<file path="config.mk">
export PLATFORM = sky130hd
export DESIGN_NAME = vector_magnitude_sqrt_approx
export DESIGN_NICKNAME = d
export VERILOG_FILES = /design/src/hw/rtl/vmsq_pkg.sv /design/src/hw/rtl/vector_magnitude_sqrt_approx.sv /design/src/hw/rtl/vmsq_mul.sv
export SDC_FILE = /design/constraint.sdc
export NUM_CORES = 1
export LEC_CHECK = 0
export BUFFER_PORTS_ARGS = -buffer_cell sky130_fd_sc_hd__buf_4
export CAP_MARGIN = 20
export CORE_MARGIN = 3
export CORE_UTILIZATION = 31
export DETAILED_ROUTE_END_ITERATION = 8
export PLACE_DENSITY_LB_ADDON = 0.25
export SETUP_SLACK_MARGIN = 0.02
export SYNTH_ARGS = -nofsm -noshare
export SYNTH_HDL_FRONTEND = slang
export SYNTH_SLANG_ARGS = --single-unit
export TNS_END_PERCENT = 5
</file>
<file path="constraint.sdc">
create_clock -name clk -period 13.8 [get_ports clk]
set_input_delay 0.69 -clock clk [delete_from_list [all_inputs] [get_ports clk]]
set_output_delay 0.69 -clock clk [all_outputs]
set_load 0.03 [all_outputs]
</file>
<file path="src/hw/rtl/vmsq_pkg.sv">
// vmsq_pkg: shared types and constants for the vector magnitude block
// sequencer state encoding, the fixed polynomial coefficients and the scale and rounding constants
// no dependencies
package vmsq_pkg;

    typedef enum logic [13:0] {
        ST_IDLE  = 14'b00000000000001,
        ST_SQX   = 14'b00000000000010,
        ST_SQY   = 14'b00000000000100,
        ST_NORM  = 14'b00000000001000,
        ST_P1    = 14'b00000000010000,
        ST_P2    = 14'b00000000100000,
        ST_P3    = 14'b00000001000000,
        ST_P4    = 14'b00000010000000,
        ST_P5    = 14'b00000100000000,
        ST_P6    = 14'b00001000000000,
        ST_P7    = 14'b00010000000000,
        ST_SHIFT = 14'b00100000000000,
        ST_SCALE = 14'b01000000000000,
        ST_SPARE = 14'b10000000000000
    } state_t;

    localparam logic [15:0] POLY_K4    = 16'hA000;
    localparam logic [15:0] POLY_K6    = 16'hB333;
    localparam logic [15:0] SQRT_HALF  = 16'hB505;
    localparam logic [31:0] ROUND_HALF = 32'h0000_8000;

endpackage

</file>
<file path="src/hw/rtl/vector_magnitude_sqrt_approx.sv">
// vector_magnitude_sqrt_approx: approximate length of a 2-d offset vector
// depends on vmsq_pkg and vmsq_mul
//
// usage:
//   input channel: in_valid/in_ready with offset_x, offset_y (24-bit signed).
//   output channel: out_valid/out_ready with magnitude (16-bit).
//   one request is processed at a time; in_ready is high only while the
//   sequencer is idle.
//   sums of zero or one skip the normalizer and the series and go straight
//   to the shift and scale steps. the normalizer shifts by 16, 8, 4, 2 or 1
//   bits per step, so its run depends on the sum. every product goes through
//   the one shared 16x16 multiplier, one product at a time, in the order
//   squares, series terms, correction and final scale.
//   the result sits in an output register; a new request can be accepted
//   while it waits. if the receiver stalls and the register is still full
//   when the next result is ready, the sequencer holds in its last step.
//   reset (rst_n low, asynchronous) returns the sequencer to idle and
//   clears out_valid.
module vector_magnitude_sqrt_approx (
    input  logic        clk,
    input  logic        rst_n,
    input  logic        in_valid,
    output logic        in_ready,
    input  logic [23:0] offset_x,
    input  logic [23:0] offset_y,
    output logic        out_valid,
    input  logic        out_ready,
    output logic [15:0] magnitude
);

    vmsq_pkg::state_t state_reg, state_next;

    logic [15:0] ax_reg, ax_next;
    logic [15:0] ay_reg, ay_next;
    logic [31:0] norm_reg, norm_next;
    logic [4:0]  cnt_reg, cnt_next;
    logic [15:0] c_reg, c_next;
    logic [15:0] t_reg, t_next;
    logic [15:0] acc_reg, acc_next;
    logic [15:0] q_reg, q_next;
    logic        out_valid_reg, out_valid_next;
    logic [15:0] mag_reg, mag_next;

    logic [15:0] mul_a;
    logic [15:0] mul_b;
    logic [31:0] mul_add;
    logic [31:0] prod;

    logic [15:0] xs;
    logic [15:0] ys;
    logic [15:0] c_new;
    logic [15:0] u_new;
    logic [31:0] diff;
    logic        out_free;

    assign xs       = offset_x[23:8];
    assign ys       = offset_y[23:8];
    assign c_new    = ~norm_reg[31:16];
    assign u_new    = prod[31:16];
    assign diff     = norm_reg - prod;
    assign out_free = !out_valid_reg || out_ready;

    assign in_ready  = (state_reg == vmsq_pkg::ST_IDLE);
    assign out_valid = out_valid_reg;
    assign magnitude = mag_reg;

    vmsq_mul u_mul (
        .a      (mul_a),
        .b      (mul_b),
        .addend (mul_add),
        .result (prod)
    );

    // operand selection for the shared multiplier
    always_comb
    begin
        mul_a   = t_reg;
        mul_b   = c_reg;
        mul_add = '0;
        unique case (state_reg)
            vmsq_pkg::ST_SQX:
            begin
                mul_a = ax_reg;
                mul_b = ax_reg;
            end
            vmsq_pkg::ST_SQY:
            begin
                mul_a   = ay_reg;
                mul_b   = ay_reg;
                mul_add = norm_reg;
            end
            vmsq_pkg::ST_P4:
            begin
                mul_b = vmsq_pkg::POLY_K4;
            end
            vmsq_pkg::ST_P6:
            begin
                mul_b = vmsq_pkg::POLY_K6;
            end
            vmsq_pkg::ST_P7:
            begin
                mul_a = q_reg;
                mul_b = q_reg;
            end
            vmsq_pkg::ST_SCALE:
            begin
                mul_a   = q_reg;
                mul_b   = vmsq_pkg::SQRT_HALF;
                mul_add = vmsq_pkg::ROUND_HALF;
            end
            default:
            begin
                mul_a   = t_reg;
                mul_b   = c_reg;
                mul_add = '0;
            end
        endcase
    end

    always_comb
    begin
        state_next     = state_reg;
        ax_next        = ax_reg;
        ay_next        = ay_reg;
        norm_next      = norm_reg;
        cnt_next       = cnt_reg;
        c_next         = c_reg;
        t_next         = t_reg;
        acc_next       = acc_reg;
        q_next         = q_reg;
        out_valid_next = out_valid_reg;
        mag_next       = mag_reg;

        if (out_valid_reg && out_ready)
        begin
            out_valid_next = 1'b0;
        end

        unique case (state_reg)
            vmsq_pkg::ST_IDLE:
            begin
                if (in_valid)
                begin
                    // absolute values; -32768 maps to 0x8000
                    ax_next    = xs[15] ? (~xs + 16'd1) : xs;
                    ay_next    = ys[15] ? (~ys + 16'd1) : ys;
                    cnt_next   = '0;
                    state_next = vmsq_pkg::ST_SQX;
                end
            end
            vmsq_pkg::ST_SQX:
            begin
                norm_next  = prod;
                state_next = vmsq_pkg::ST_SQY;
            end
            vmsq_pkg::ST_SQY:
            begin
                norm_next = prod;
                if (prod[31:1] == 31'd0)
                begin
                    // sum of zero or one passes straight through
                    q_next     = prod[15:0];
                    state_next = vmsq_pkg::ST_SHIFT;
                end
                else
                begin
                    state_next = vmsq_pkg::ST_NORM;
                end
            end
            vmsq_pkg::ST_NORM:
            begin
                if (norm_reg[31])
                begin
                    c_next     = c_new;
                    t_next     = {1'b0, c_new[15:1]};
                    acc_next   = {1'b0, c_new[15:1]};
                    state_next = vmsq_pkg::ST_P1;
                end
                else if (norm_reg[31:16] == 16'd0)
                begin
                    norm_next = {norm_reg[15:0], 16'd0};
                    cnt_next  = cnt_reg + 5'd16;
                end
                else if (norm_reg[31:24] == 8'd0)
                begin
                    norm_next = {norm_reg[23:0], 8'd0};
                    cnt_next  = cnt_reg + 5'd8;
                end
                else if (norm_reg[31:28] == 4'd0)
                begin
                    norm_next = {norm_reg[27:0], 4'd0};
                    cnt_next  = cnt_reg + 5'd4;
                end
                else if (norm_reg[31:30] == 2'd0)
                begin
                    norm_next = {norm_reg[29:0], 2'd0};
                    cnt_next  = cnt_reg + 5'd2;
                end
                else
                begin
                    norm_next = {norm_reg[30:0], 1'b0};
                    cnt_next  = cnt_reg + 5'd1;
                end
            end
            vmsq_pkg::ST_P1:
            begin
                t_next     = {2'd0, prod[31:18]};
                acc_next   = acc_reg + {2'd0, prod[31:18]};
                state_next = vmsq_pkg::ST_P2;
            end
            vmsq_pkg::ST_P2:
            begin
                t_next     = {1'b0, prod[31:17]};
                acc_next   = acc_reg + {1'b0, prod[31:17]};
                state_next = vmsq_pkg::ST_P3;
            end
            vmsq_pkg::ST_P3:
            begin
                t_next     = prod[31:16];
                state_next = vmsq_pkg::ST_P4;
            end
            vmsq_pkg::ST_P4:
            begin
                t_next     = u_new;
                acc_next   = acc_reg + u_new;
                state_next = vmsq_pkg::ST_P5;
            end
            vmsq_pkg::ST_P5:
            begin
                t_next     = u_new;
                state_next = vmsq_pkg::ST_P6;
            end
            vmsq_pkg::ST_P6:
            begin
                // first estimate is the complement of the series sum
                q_next     = ~(acc_reg + u_new);
                state_next = vmsq_pkg::ST_P7;
            end
            vmsq_pkg::ST_P7:
            begin
                // newton step: add (norm - q*q) >>> 17, low 16 bits
                q_next     = q_reg + {diff[31], diff[31:17]};
                state_next = vmsq_pkg::ST_SHIFT;
            end
            vmsq_pkg::ST_SHIFT:
            begin
                q_next     = q_reg >> cnt_reg[4:1];
                state_next = vmsq_pkg::ST_SCALE;
            end
            vmsq_pkg::ST_SCALE:
            begin
                if (out_free)
                begin
                    mag_next       = cnt_reg[0] ? prod[31:16] : q_reg;
                    out_valid_next = 1'b1;
                    state_next     = vmsq_pkg::ST_IDLE;
                end
            end
            default:
            begin
                state_next = vmsq_pkg::ST_IDLE;
            end
        endcase
    end

    always_ff @(posedge clk or negedge rst_n)
    begin
        if (!rst_n)
        begin
            state_reg     <= vmsq_pkg::ST_IDLE;
            out_valid_reg <= 1'b0;
        end
        else
        begin
            state_reg     <= state_next;
            out_valid_reg <= out_valid_next;
        end
    end

    always_ff @(posedge clk)
    begin
        ax_reg   <= ax_next;
        ay_reg   <= ay_next;
        norm_reg <= norm_next;
        cnt_reg  <= cnt_next;
        c_reg    <= c_next;
        t_reg    <= t_next;
        acc_reg  <= acc_next;
        q_reg    <= q_next;
        mag_reg  <= mag_next;
    end

endmodule

</file>
<file path="src/hw/rtl/vmsq_mul.sv">
// vmsq_mul: shared 16x16 unsigned multiply-accumulate, result modulo 2^32
// used by every product step of the magnitude sequencer
// no dependencies
module vmsq_mul (
    input  logic [15:0] a,
    input  logic [15:0] b,
    input  logic [31:0] addend,
    output logic [31:0] result
);

    logic [31:0] prod;

    assign prod   = 32'(a) * 32'(b);
    assign result = prod + addend;

endmodule

</file>
Word-level counts from Yosys, hierarchy flattened

Index checks and enable logic that the tools add are counted.

Order comparisons: 0
Bitwise operators: 4
Add/subtract/negate cells: 13
Multipliers: 1
Shift-type cells: 1
Reductions and logical operators: 25
Multiplexer cells: 32
Equality and inequality tests: 18
Divide/modulo/power cells: 0

Operators by type and width:

| operator                | number |
|---|---|
| $pmux W16 S4            | 3 |
| $pmux W14 S13           | 1 |
| $mux W32                | 5 |
| $pmux W32 S2            | 2 |
| $pmux W16 S6            | 1 |
| $not A16 Y16            | 4 |
| $mux W16                | 3 |
| $pmux W16 S3            | 1 |
| $mux W14                | 3 |
| $add A16 B1 Y16 const B | 2 |
| $add A16 B16 Y16        | 2 |
| $add A32 B32 Y32        | 1 |
| $mul A16 B16 Y32        | 1 |
| $sub A32 B32 Y32        | 1 |
| $logic_not A31 Y1       | 1 |
| $mux W15                | 2 |
| $mux W5                 | 6 |
| $add A16 B14 Y16        | 1 |
| $add A16 B15 Y16        | 1 |
| $logic_not A16 Y1       | 1 |
| $shr A16 B4 Y16         | 1 |
| $eq A14 B1 Y1 const B   | 1 |
| $eq A14 B10 Y1 const B  | 1 |
| $eq A14 B11 Y1 const B  | 1 |
| other kinds (31)        | 48 |

Bits in registers: 164
Bits in writable memories: 0
Memories kept: 0
Latch bits: 0
Bits in read-only memories: 0

Longest topological paths before layout

Gate-level depths: netlist of run 1.

Depth in word-level cells: 8
Depth in mapped cells: 58
Depth with buffers taken out: 55

By module

From an unflattened synthesis of run 1, not the netlist that was laid out.

Cell total of the unflattened synthesis: 2549
Area, all modules: 22630.5 µm²

By module, submodules not included:

| module                       | area each (µm²) | cells an instance | seq. area each (µm²) | times used |
|---|---|---|---|---|
| vector_magnitude_sqrt_approx | 13153.9         | 1436              | 4825.9               | 1 |
| vmsq_mul                     | 9476.6          | 1113              | 0.0                  | 1 |

Worst setup path before layout of run 1

Ideal clock, no wire load.

Path kind: register to register
Start: reg state_reg[11]
End: reg q_reg[15] (data pin)
Setup slack: 1.310 ns
Data required time: 13.534 ns
Library setup time: 0.266 ns
Arrival time: 12.225 ns
Stages on the path, launching flop included: 51
Path through: dfrtp_1 or3_1 nor3_1 nand3_1 or3b_2 nand2_1 or3_1 nor2_1 nand2_1 clkbuf_1 nand2_1 o21ai_1 clkbuf_1 nor2_1 fa_1 inv_1 fa_1 fa_1 [... 15 more ...] nor2b_1 or3_1 o221ai_1 o21ai_0 maj3_1 maj3_1 and4_1 o21ai_1 o21ai_1 and2_1 xor2_1 ha_1 o41ai_1 o2111ai_1 a21oi_1 xnor2_1 xnor2_1 o21ai_1

Cells in the longest elaborated chain, start to end: 8

RTL lines:

| element                                              | RTL line                                                                 | RTL |
|---|---|---|
| start, declared                                      | vector_magnitude_sqrt_approx.sv:31                                       | `vmsq_pkg::state_t state_reg, state_next;` |
| start signal, assigned                               | vector_magnitude_sqrt_approx.sv:270                                      | `state_reg <= vmsq_pkg::ST_IDLE;` |
| start signal, assigned                               | vector_magnitude_sqrt_approx.sv:275                                      | `state_reg <= state_next;` |
| $eq A14 B13 Y1 or $eq A14 B11 Y1 (tied branches)     | vector_magnitude_sqrt_approx.sv:80, vector_magnitude_sqrt_approx.sv:139  |  |
| $reduce_or A2 Y1 (no source line)                    | --                                                                       |  |
| $pmux W16 S3                                         | vector_magnitude_sqrt_approx.sv:80                                       | `unique case (state_reg)` |
| $mul A16 B16 Y32                                     | vmsq_mul.sv:13                                                           | `assign prod = 32'(a) * 32'(b);` |
| $add A32 B32 Y32                                     | vmsq_mul.sv:14                                                           | `assign result = prod + addend;` |
| $sub A32 B32 Y32 or $add A16 B16 Y16 (tied branches) | vector_magnitude_sqrt_approx.sv:60, vector_magnitude_sqrt_approx.sv:236  |  |
| $add A16 B16 Y16 or $not A16 Y16 (tied branches)     | vector_magnitude_sqrt_approx.sv:242, vector_magnitude_sqrt_approx.sv:236 |  |
| $pmux W16 S4 *                                       | vector_magnitude_sqrt_approx.sv:139                                      | `unique case (state_reg)` |
| named net q_next[15]                                 | vector_magnitude_sqrt_approx.sv:40                                       | `logic [15:0] q_reg, q_next;` |
| end signal, assigned                                 | vector_magnitude_sqrt_approx.sv:289                                      | `q_reg <= q_next;` |
| end, declared                                        | vector_magnitude_sqrt_approx.sv:40                                       |  |

The timed path passes the listed nets; every way through them passes the cells marked *. The select of a mux whose other input is x is not followed.
A chain may end at the register's enable or synchronous reset.

Worst setup path after layout of run 1

Same ends and word-level chain as after synthesis.

==> metrics.md, run 1 <==
| Metric | Value |
|---|---|
| Detailed Route WL | `roughly 80 mm` |
| DR iter-0 viols | `between 1.5k and 2k` |
| Syn Inst Count | `roughly 2.6k` |
| Setup crit end | `q_reg[15]$_DFFE_PP_` |
| Setup TNS | `0 ns` |
| Clk sinks | `between 150 and 200` |
| Fin worst setup slack | `slightly below 0.8 ns` |
| Clock skew | `0.0135 ns` |
| Post-synth ARST share | `between 8 and 9%` |
| Most common cell after layout, fill and taps aside | `inv_1` |
| Setup violators final | `0` |
| Post-synth EDFFs | `between 100 and 150` |
| FP Rows | `97` |
| Area delta synth->final | `11.4%` |
| Slowest CP cell | `fa_1` |
| Maxcap violations | `0` |
| Netlist cell types | `a little under 90` |
| Worst Max-Slew Pin Slew | `0.987 ns` |
| CP required | `14.02 ns` |
| Total Routing Usage GR | `21.6%` |
| Ports | `70` |
| Ys Warns | `0` |
| Synth Flop Type | `edfxtp_1` |
| Chip height | `~270 µm` |
| Footprint of the multi-input gates | `between 15000 and 20000 µm²` |
| Starting density of the core | `approximately a third` |
| CTS max path bufs | `2` |
| Util after Layout | `35.2%` |
| Number of synthesized register bits | `163` |
| Reg-to-Reg Start | `state_reg[11]$_DFFE_PN0P_` |
| ANT nets after route | `0` |
| Critical path launch point type | `flip-flop` |
| Crit Path Class | `flip-flop to flip-flop` |
| Placement Setup Slack | `0.201 ns` |
| Status | `completed` |
| TritonRoute pass-1 iters | `7` |
| Die width | `between 200 and 300 µm` |
| Unrepaired setup endpoints after global routing | `no` |
| FF-to-FF setup slack | `approximately 0.8 ns` |
| Type of element capturing the critical path | `flip-flop` |
| H-tree level count | `4` |
| Most frequent cells in the layout | `inv_1 (392), nand2_1 (305), fa_1 (228), nor2_1 (221), ha_1 (170)` |
| Reg area | `just under 5000 µm²` |
| Worst R2R End | `q_reg[15]$_DFFE_PP_` |
| Core box area | `~71000 µm²` |
| Final period util | `94.3%` |
| Root buffer cell | `clkbuf_16` |
| Vias/cell | `between 5 and 6` |
| Worst rel slew slack | `between 30 and 40%` |
| Largest net degree at the start of global routing | `42` |
| First-pass GRT wire length | `between 100 and 150 mm` |
| Reg2Reg Depth | `50` |
| Dpl hpwl | `roughly 64 mm` |
| Nets | `3075` |
| Number of global-route vias before repair | `19.6k` |
| Buffers added on ports | `53` |
| Worst EP arrival | `13.24 ns` |
| Reg clk slew, reported paths | `about 0.07 ns` |
| Residual DRC | `0` |
| Worst Hold Class | `primary input to async pin` |
| Die Area | `75300 µm²` |
| Ratio of cells with drive above 1 in the final layout | `about a tenth` |
| WL per Instance | `between 20 and 25 µm` |
| Synth Net Count | `3032` |
| Clock buffer count from CTS | `17` |
| Final min period | `13.02 ns` |
| Antenna violations before repair | `1` |
| Total grt overflow | `0` |
| Highest clock rate | `roughly 77 MHz` |
| Fraction of the yosys area taken by sequential cells | `between 20% and 30%` |
| Worst-skew pair later-pin latency | `between 0.4 and 0.5 ns` |
| Max FFs per register | `32` |
| Via count | `19.6k` |
| Mapped cell area | `between 20000 and 25000 µm²` |
| Ant diodes | `0` |
| Gpl congestion | `about 0.94` |
| Most used cell, CP | `fa_1` |
| FILL cells | `around 7.3k` |
| Crit-path max cell delay | `roughly 0.54 ns` |
| Mean Syn Cell Area | `between 8 and 9 µm²` |
| CP max FO | `31` |
| TritonCTS clock tree | `yes` |
| Critical Path Source | `state_reg[11]$_DFFE_PN0P_` |
| Final hold vios | `0` |
| Final Max Tran Viols | `0` |
==> metal layers <==
layer  up-vias  GRT usage, %  share of wire, %
li1       8857             -                 -
met1      9876          29.6                44
met2       775          35.4                47
met3       112          3.40               7.1
met4         0          5.85               2.7
met5         -             0                 0
==> metrics by stage <==
stage | hold WS, ns | instances | instance area [µm²]
4_1_cts | 0.0422 | 3576 | 24800
3_3_place_gp | 0.551 | 3544 | 24200
6_report | 0.0571 | 3578 | 24900
3_5_place_dp | 0.550 | 3544 | 24200
5_1_grt | 0.0527 | 3578 | 24900
2_1_floorplan | 0.394 | 2582 | 22300
==> synth_stat cells, drive strengths merged, types with 8 or more instances <==
master	count	area, µm²
nand4	12	75.1
and3	8	51.3
clkinv	8	30.0
ha	170	2130
nor2b	11	68.8
a211oi	42	315
o22ai	39	244
a221o	16	160
nand3	34	170
buf	8	38.8
inv	393	1480
o21bai	10	75.1
edfxtp	149	4470
mux2	15	169
nand2b	18	113
o21a	15	113
a211o	8	71.3
a21oi	154	778
a22oi	13	97.6
nand2	306	1150
clkbuf	117	439
xor2	32	280
a221oi	24	210
nor2	225	847
a21o	27	203
o31ai	14	124
a22o	16	140
a31oi	11	75.1
or3	24	150
o211ai	10	75.1
xnor2	80	701
a21boi	12	90.1
fa	228	4560
dfrtp	13	325
nor3	27	135
and2	41	257
o21ai	114	571
mux2i	40	413
==> timing repair <==
| item | 4_1_cts | 5_1_grt |
|---|---|---|
| gates resized for setup | 0 | 11 |
| setup buffers | 0 | 1 |
| hold buffers | 0 | 0 |
| endpoints found under the hold margin | 0 | 0 |
| setup endpoints to repair | 0 | 5 |
==> how the worst min path moves through the flow <==
| stage | slack (ns) | to | cells past startpoint | from |
|---|---|---|---|---|
| 2_1_floorplan | 0.39 | out_valid$_DFF_PN0_ | 0 | rst_n |
| 3_3_place_gp | 0.55 | state_reg[7]$_DFFE_PN0P_ | 1 | rst_n |
| 3_5_place_dp | 0.55 | out_valid$_DFF_PN0_ | 1 | rst_n |
| 4_1_cts | 0.04 | state_reg[7]$_DFFE_PN0P_ | 1 | rst_n |
| 5_1_grt | 0.05 | state_reg[9]$_DFFE_PN0P_ | 1 | rst_n |
| 6_report | 0.06 | state_reg[9]$_DFFE_PN0P_ | 1 | rst_n |
==> logic make-up after synthesis <==
kind of cell               synth area share (%)
adders and majority gates                  30.3
AOI/OAI and AO/OA                          16.9
DFF                                        21.6
and+or+nand+nor                            15.0
xor gates and xnor gates                   4.39
buffers and inverters                      8.88
muxes                                      2.91
==> worst max-delay path, delay by kind of cell, from the launching register on <==
kind	cells	cell delay (ns)
AOI/OAI and AO/OA	12	2.25
xor gates and xnor gates	4	0.67
adders and majority gates	12	5.18
buffers and inverters	7	0.94
DFF	1	0.45
and+or+nand+nor	15	3.26
==> cell type report <==
type | count | share of cell area, %
Sequential cell | 163 | 19.4
Inverter | 401 | 6.05
Tap cell | 940 | 4.73
Clock buffer | 24 | 2.19
Clock inverter | 8 | 0.342
Timing Repair Buffer | 148 | 4.48
Multi-Input combinational cell | 1894 | 62.8
Power of run 1 is not shown: default switching activity piles up to over one toggle a cycle in this logic, so the estimate is an artifact.
==> inputs of run 2 (changes only) <==
CORE_ASPECT_RATIO = 1.4   (was not set)
SETUP_SLACK_MARGIN = not set   (was 0.02)
==> run 2 against run 1 <==
Final cell count stayed put. Critical path depth down 1. Count of clock-buffer cells in the layout is 6 lower. Die area about the same. Setup slack worse by 0.14 ns. Hold slack improved by 0.011 ns. Cell area is 0.45% higher. Sequential share of layout area down 0.087 points. Flip-flop and latch count stayed put. Wire length grew 2.6%. Critical path type unchanged. Largest cell class unchanged.
==> metrics.md, run 2 (synthesis gave the netlist of run 1 again) <==
| Metric | Value |
|---|---|
| Clk sinks | `around 160` |
| WL per Instance | `23.2 µm` |
| Fin worst setup slack | `0.647 ns` |
| Core box area | `~71000 µm²` |
| Die Area | `around 75000 µm²` |
| Setup violators final | `0` |
| Worst EP arrival | `~13 ns` |
| Status | `completed` |
| Worst-skew pair later-pin latency | `0.47 ns` |
| Dpl hpwl | `about 68 mm` |
| Most used cell, CP | `fa_1` |
| Post-Layout Cell Count | `about 3.6k` |
| Total grt overflow | `0` |
| Ant diodes | `0` |
| Setup TNS | `0 ns` |
| CTS max path bufs | `2` |
| CP required | `around 14 ns` |
| Final period util | `between 90% and 100%` |
| Total Routing Usage GR | `22.0%` |
| Clock skew | `between 0.02 and 0.025 ns` |
| H-tree level count | `4` |
| Slowest CP cell | `fa_1` |
| TritonRoute pass-1 iters | `9` |
| Largest net degree at the start of global routing | `43` |
| Ports | `70` |
| CP max FO | `31` |
| First-pass GRT wire length | `approximately 120 mm` |
| FP Rows | `between 100 and 150` |
| Maxcap violations | `0` |
| FILL cells | `between 7k and 8k` |
| Die width | `233 µm` |
| Hold slack | `0.0678 ns` |
| Final min period | `between 10 and 15 ns` |
| Via count | `about 20k` |
| Detailed Route WL | `roughly 83 mm` |
| Antenna violations before repair | `0` |
| Root buffer cell | `clkbuf_16` |
| Ratio of cells with drive above 1 in the final layout | `around 9.8%` |
| Chip height | `between 300 and 400 µm` |
| Final Max Tran Viols | `0` |
| Reg area | `4830 µm²` |
| DR iter-0 viols | `between 1.5k and 2k` |
| Worst rel slew slack | `approximately 23%` |
| ANT nets after route | `0` |
| Max FFs per register | `32` |
| Nets | `slightly above 3k` |
| Type of element capturing the critical path | `flip-flop` |
| Worst Hold Class | `primary input to async pin` |
| Crit Path Class | `flip-flop to flip-flop` |
| Placement Setup Slack | `around 0.44 ns` |
| Crit-path max cell delay | `around 0.56 ns` |
| Residual DRC | `0` |
| Reg clk slew, reported paths | `roughly 0.080 ns` |
| Area delta synth->final | `11.9%` |
| Unrepaired setup endpoints after global routing | `no` |
| Highest clock rate | `76.0 MHz` |
| Vias/cell | `roughly 5.5` |
| Critical path launch point type | `flip-flop` |
| Number of global-route vias before repair | `~20k` |
| Starting density of the core | `31.6%` |
| Final hold vios | `0` |
| Gpl congestion | `0.951` |
| Footprint of the multi-input gates | `around 16000 µm²` |
| Clock buffer count from CTS | `17` |
| Buffers added on ports | `between 50 and 60` |
| Most common cell after layout, fill and taps aside | `inv_1` |
| Most frequent cells in the layout | `inv_1 (392), nand2_1 (305), fa_1 (228), nor2_1 (221), ha_1 (170)` |
| TritonCTS clock tree | `yes` |
| Worst Max-Slew Pin Slew | `approximately 1.2 ns` |
| Number of post-CTS setup repair buffers | `0` |
| Cells after DPL | `~3.5k` |
[run 2: critical path: cells and delay by family, from the launching register on]
kind | cells | cell delay [ns]
DFF | 1 | 0.46
and+or+nand+nor | 15 | 3.33
adders and majority gates | 11 | 4.73
muxes | 1 | 0.12
buffers and inverters | 8 | 1.16
xor gates and xnor gates | 3 | 0.60
AOI/OAI and AO/OA | 11 | 2.45
[run 2: cell type report]
cell class	instances	share of cell area (%)
Tap cell	936	4.69
Inverter	401	6.02
Timing Repair Buffer	153	4.77
Multi-Input combinational cell	1893	62.6
Sequential cell	163	19.3
Clock buffer	18	1.76
Clock inverter	14	0.861
[run 2: what timing repair did]
item / in CTS / in global routing
gates resized for setup: 0 / 12
hold buffers: 0 / 0
endpoints found under the setup margin: 0 / 4
[run 2: final timing paths]
| check | from | end | slack, ns | depth (start not counted) |
|---|---|---|---|---|
| worst max-delay path | state_reg[1]$_DFFE_PN0P_ | q_reg[13]$_DFFE_PP_ | 0.65 | 49 |
| worst max register to register | state_reg[1]$_DFFE_PN0P_ | q_reg[13]$_DFFE_PP_ | 0.65 | 49 |
| min in group clk | offset_x[8] | ax_reg[0]$_DFFE_PP_ | 0.42 | 1 |
| max in group asynchronous | rst_n | state_reg[0]$_DFFE_PN1P_ | 13.48 | 1 |
| worst min register to register | out_valid$_DFF_PN0_ | out_valid$_DFF_PN0_ | 0.61 | 2 |
| worst min-delay path | rst_n | state_reg[2]$_DFFE_PN0P_ | 0.07 | 1 |
[run 2: routing by layer]
layer	share of wire, %	wire (µm)	GRT usage (%)	vias to the layer above
li1	-	-	-	8841
met1	37	30800	24.4	9710
met2	52	43100	40.6	739
met3	4.1	3370	1.83	242
met4	7.0	5860	13.4	0
met5	0	0	0	-
[run 2: per-stage QoR]
stage                     area (µm²)  util (%)
final                          25000      35.3
after global routing           25000      35.3
after CTS                      24900      35.2
after detailed placement       24200      34.2
after global placement         24200      34.2
after floorplan                22300         -
Power of run 2 is left out for the same reason.
